File: src/hdl/dwr_ram.sv
// generic single write port ram with registered read
`timescale 1ns / 1ps
module dwr_ram #(
    parameter int WIDTH = 8,
    parameter int DEPTH = 256
) (
    input  logic                     i_clk,
    input  logic                     i_we,
    input  logic [$clog2(DEPTH)-1:0] i_waddr,
    input  logic [WIDTH-1:0]         i_wdata,
    input  logic [$clog2(DEPTH)-1:0] i_raddr,
    output logic [WIDTH-1:0]         o_rdata
);

    logic [WIDTH-1:0] r_mem [DEPTH];
    logic [WIDTH-1:0] r_rdata;

    // write port
    always_ff @(posedge i_clk) begin
        if (i_we) begin
            r_mem[i_waddr] <= i_wdata;
        end
    end

    // registered read port
    always_ff @(posedge i_clk) begin
        r_rdata <= r_mem[i_raddr];
    end

    assign o_rdata = r_rdata;

endmodule

File: config.mk
export PLATFORM = sky130hd
export DESIGN_NAME = dwr_ram
export DESIGN_NICKNAME = d
export VERILOG_FILES = /design/src/hdl/dwr_ram.sv
export SDC_FILE = /design/constraint.sdc
export NUM_CORES = 2
export LEC_CHECK = 0
export ABC_CLOCK_PERIOD_IN_PS = 3700
export BUFFER_PORTS_ARGS = -buffer_cell sky130_fd_sc_hd__buf_2
export CORE_ASPECT_RATIO = 1.25
export CORE_MARGIN = 1.5
export CORE_UTILIZATION = 67
export DETAILED_ROUTE_END_ITERATION = 10
export GPL_ROUTABILITY_DRIVEN = 0
export HOLD_SLACK_MARGIN = 0.03
export PLACE_DENSITY = 0.83
export SETUP_SLACK_MARGIN = 0.5
export SYNTH_ARGS = -nofsm -noshare
export SYNTH_HDL_FRONTEND = slang
export SYNTH_SLANG_ARGS = --single-unit
export TNS_END_PERCENT = 5
File: constraint.sdc
create_clock -name i_clk -period 3.7 [get_ports i_clk]
set_clock_uncertainty 0.2 [all_clocks]
set_input_delay 0.185 -clock i_clk [delete_from_list [all_inputs] [get_ports i_clk]]
set_output_delay 0.185 -clock i_clk [all_outputs]
set_load 0.02 [all_outputs]
==> results by group <==
Critical path
  – Worst path required time: between 4 and 5 ns
  – Critical path launch point type: flip-flop
  – Kind of critical path: reg -> reg
  – Arr. time, crit path: 3.76 ns
  – CP Max Fanout: 1
  – Crit. End Element: flip-flop

Synth
  – Syn Area/Cell: about 21 um^2
  – Ys flop type: edfxtp_1
  – Synth area leaders: edfxtp_1 (77%), mux4_2 (13%), mux2i_1 (1.7%)
  – Area leader, netlist: edfxtp_1
  – Post-synth ARST share: 0
  – Post-synthesis register bit count: just over 2,000
  – Post-synth EDFFs: 2,048
  – Synth Net Count: between 3,000 and 4,000
  – Post-Syn Area: ~80,000 um^2
  – Top-area cell type share of the netlist area: 0.773
  – Seq/Total Area, Yosys: 0.775
  – Synth unique cells: 55
  – Cells after Synth: around 3,700
  – Synth warn: 0

Pwr
  – Int Power: 36,700 uW
  – Static Leak: 0.0276 uW
  – Sw Ratio: 0.215
  – Reg power frac: 0.550
  – Max VDD drop: between 300 and 400 uV
  – Pwr/cell area: 529 nW/um^2
  – Combinational Power Share: 0.053
  – Psw: 10,000 uW
  – Clock power frac: 0.397

Detailed routing
  – Drt total wl: 214,000 um
  – DRT iter0 DRCs: 7,212
  – DR vias: ~43,000
  – Post-detailed-route wirelength per cell: about 38 um
  – DR vias/cell: roughly 7.5
  – Detailed Routing Iterations Pass 1: 9
  – DRC errors left: 0
  – Final ANT Viol Nets: 0

Timing
  – Least-Margin Pin Slew: 1.48 ns
  – Fin. Hold Viols: 0
  – Slew headroom: 0.0104
  – RSZ-0062 raised after global routing: yes
  – TNS Setup: 0 ns
  – Min Clock Period, post-route: around 3.3 ns
  – Final period util: 0.885
  – Count of final setup violators: 0
  – Max Freq: between 300 and 400 MHz
  – Final Slew Violations: 0

Run
  – Max-Cap Viols: 1

Die
  – Die Span X: 311 um
  – I/O Pins: 34
  – Core area: between 100,000 and 150,000 um^2
  – Num rows: roughly 140
  – Die Ht: about 390 um
  – Die Area: between 100,000 and 150,000 um^2
  – Starting Density: 0.674

Global route
  – Largest net degree at the start of global routing: between 100 and 150
  – First-pass GRT wire length: just over 300,000 um
  – Vias in the first global route: 42,800
  – All-Layer GR Usage: 0.359
  – Initial antenna violation count: 17
  – Grt ovf: 0

Clock network
  – H-tree depth: 4
  – CTS Buf Count: approximately 180
  – Clock tree buffer depth: 3
  – Clock Sinks: about 2,000
  – Clock transition at the registers of the reported paths: about 0.070 ns
  – Clk Latency, worst-skew pair: between 0.8 and 0.9 ns
  – TritonCTS clock tree: yes
  – Root buf cell: clkbuf_16

Final layout
  – Layout Utilization: 0.749
  – Nets@finish: ~4,000
  – Finished Cell Area: slightly below 90,000 um^2
  – Commonest non-fill, non-tap cell in the layout: edfxtp_1
  – Commonest cells after routing, fill and taps aside: edfxtp_1 (2,048), mux4_2 (454), nor2_1 (279)
  – Area grow syn2layout: 11.1%
  – Layout cells sized above 1: 0.242

Status
  – Status: finished, violations left
  – Violated checks: max-capacitance violations

Placed design
  – Port Buffer Count: 33
  – Post-DP Area: 82,400 um^2
  – DP HPWL: between 100,000 and 150,000 um

Hold path
  – Hold/Removal Path Class: in -> reg
synth_stat cells, types with 2 or more instances:
cell       instances
buf_4             27
o32ai_1            4
a22oi_1          133
clkbuf_1         111
buf_6             21
buf_8             13
nor2_1           282
nand3b_1           2
a2111oi_0          2
o21ai_1            2
and2_1             6
mux4_2           454
a211oi_1          16
nor2b_1           31
nor3_1            22
a2111oi_1          2
nand3_1           34
o211ai_1          10
or2_2              4
nor4_2             3
and3b_1            2
a221oi_1          13
o21ai_0           10
nor4_1            24
buf_12             8
buf_1             22
a311oi_1           2
dfxtp_1            8
o22a_1             5
edfxtp_1        2048
nand2_1           33
a21oi_1           96
buf_2             31
nand2b_1           8
a31oi_1            2
mux2i_1          134
mux4_1             2
a22o_1             8
nand4_1           10
o221ai_1          46
o22ai_1           28
worst paths after layout:
| kind | from | to | slack, ns | depth (start not counted) |
|---|---|---|---|---|
| max | r_mem[128][0] | o_rdata[0] | 0.42 | 7 |
| min | i_raddr[5] | o_rdata[6] | 0.23 | 5 |
| max reg2reg | r_mem[128][0] | o_rdata[0] | 0.42 | 7 |
| min reg2reg | r_mem[30][6] | o_rdata[6] | 0.88 | 5 |
repair_timing:
item,4_1_cts,5_1_grt
setup buffers,0,0
gates resized for setup,0,1
hold buffers,19,0
endpoints found under the setup margin,0,3
hold endpoints to repair,977,0
layer usage:
| metal | vias up | global-route usage | share of wire |
|---|---|---|---|
| li1 | 16100 | - | - |
| met1 | 21600 | 0.447 | 0.31 |
| met2 | 4167 | 0.575 | 0.49 |
| met3 | 989 | 0.0965 | 0.13 |
| met4 | 22 | 0.212 | 0.072 |
| met5 | - | 0 | 0.00070 |
final cells by class:
cell class                      count  area (um^2)
Sequential cell                  2056        61700
Fill cell                        5629        29600
Multi-Input combinational cell   1442        16500
Clock buffer                      227         4750
Timing Repair Buffer              286         2520
Tap cell                         1573         1970
Clock inverter                    103          975
Inverter                            2         7.51
Antenna cell                        3         7.51
cell families after synthesis:
logic type             Yosys count  synth area share
DFF                           2056             0.775
and+or+nand+nor                466            0.0263
AOI/OAI and AO/OA              385            0.0342
muxes                          591             0.146
buffers and inverters          235            0.0183
power groups by stage:
stage               combinational [uW]  clock (uW)  sequential, uW
finish                            2490       18600           25700
global route                      2530       19300           25700
CTS                               2420       18500           25700
detailed placement                2340           0           26200
global placement                  2270           0           26200
floorplan                         1250           0           26200
metrics by stage:
stage          worst slack [ns]  instances  hold WS (ns)  power, uW
2_1_floorplan              1.38       3733        0.0839      27500
3_3_place_gp             0.0508       5340         0.494      28500
3_5_place_dp             0.0110       5340         0.491      28600
4_1_cts                   0.505       5689         0.170      46700
5_1_grt                   0.436       5691         0.244      47600
6_report                  0.425       5692         0.228      46800
flip-flops by register name, summed over array words and instances (netlist names):
register and flops:
o_rdata 8, r_mem 2048
worst max-delay path, cell delays in order (launching register included):
cell and delay [ns]:
edfxtp_1 0.40, mux4_2 0.51, mux4_2 0.52, nor2_1 0.16
a2111oi_0 0.12, buf_4 0.19, nor3_1 0.93, nor4_2 0.12
(Power assumes the default switching activity.)
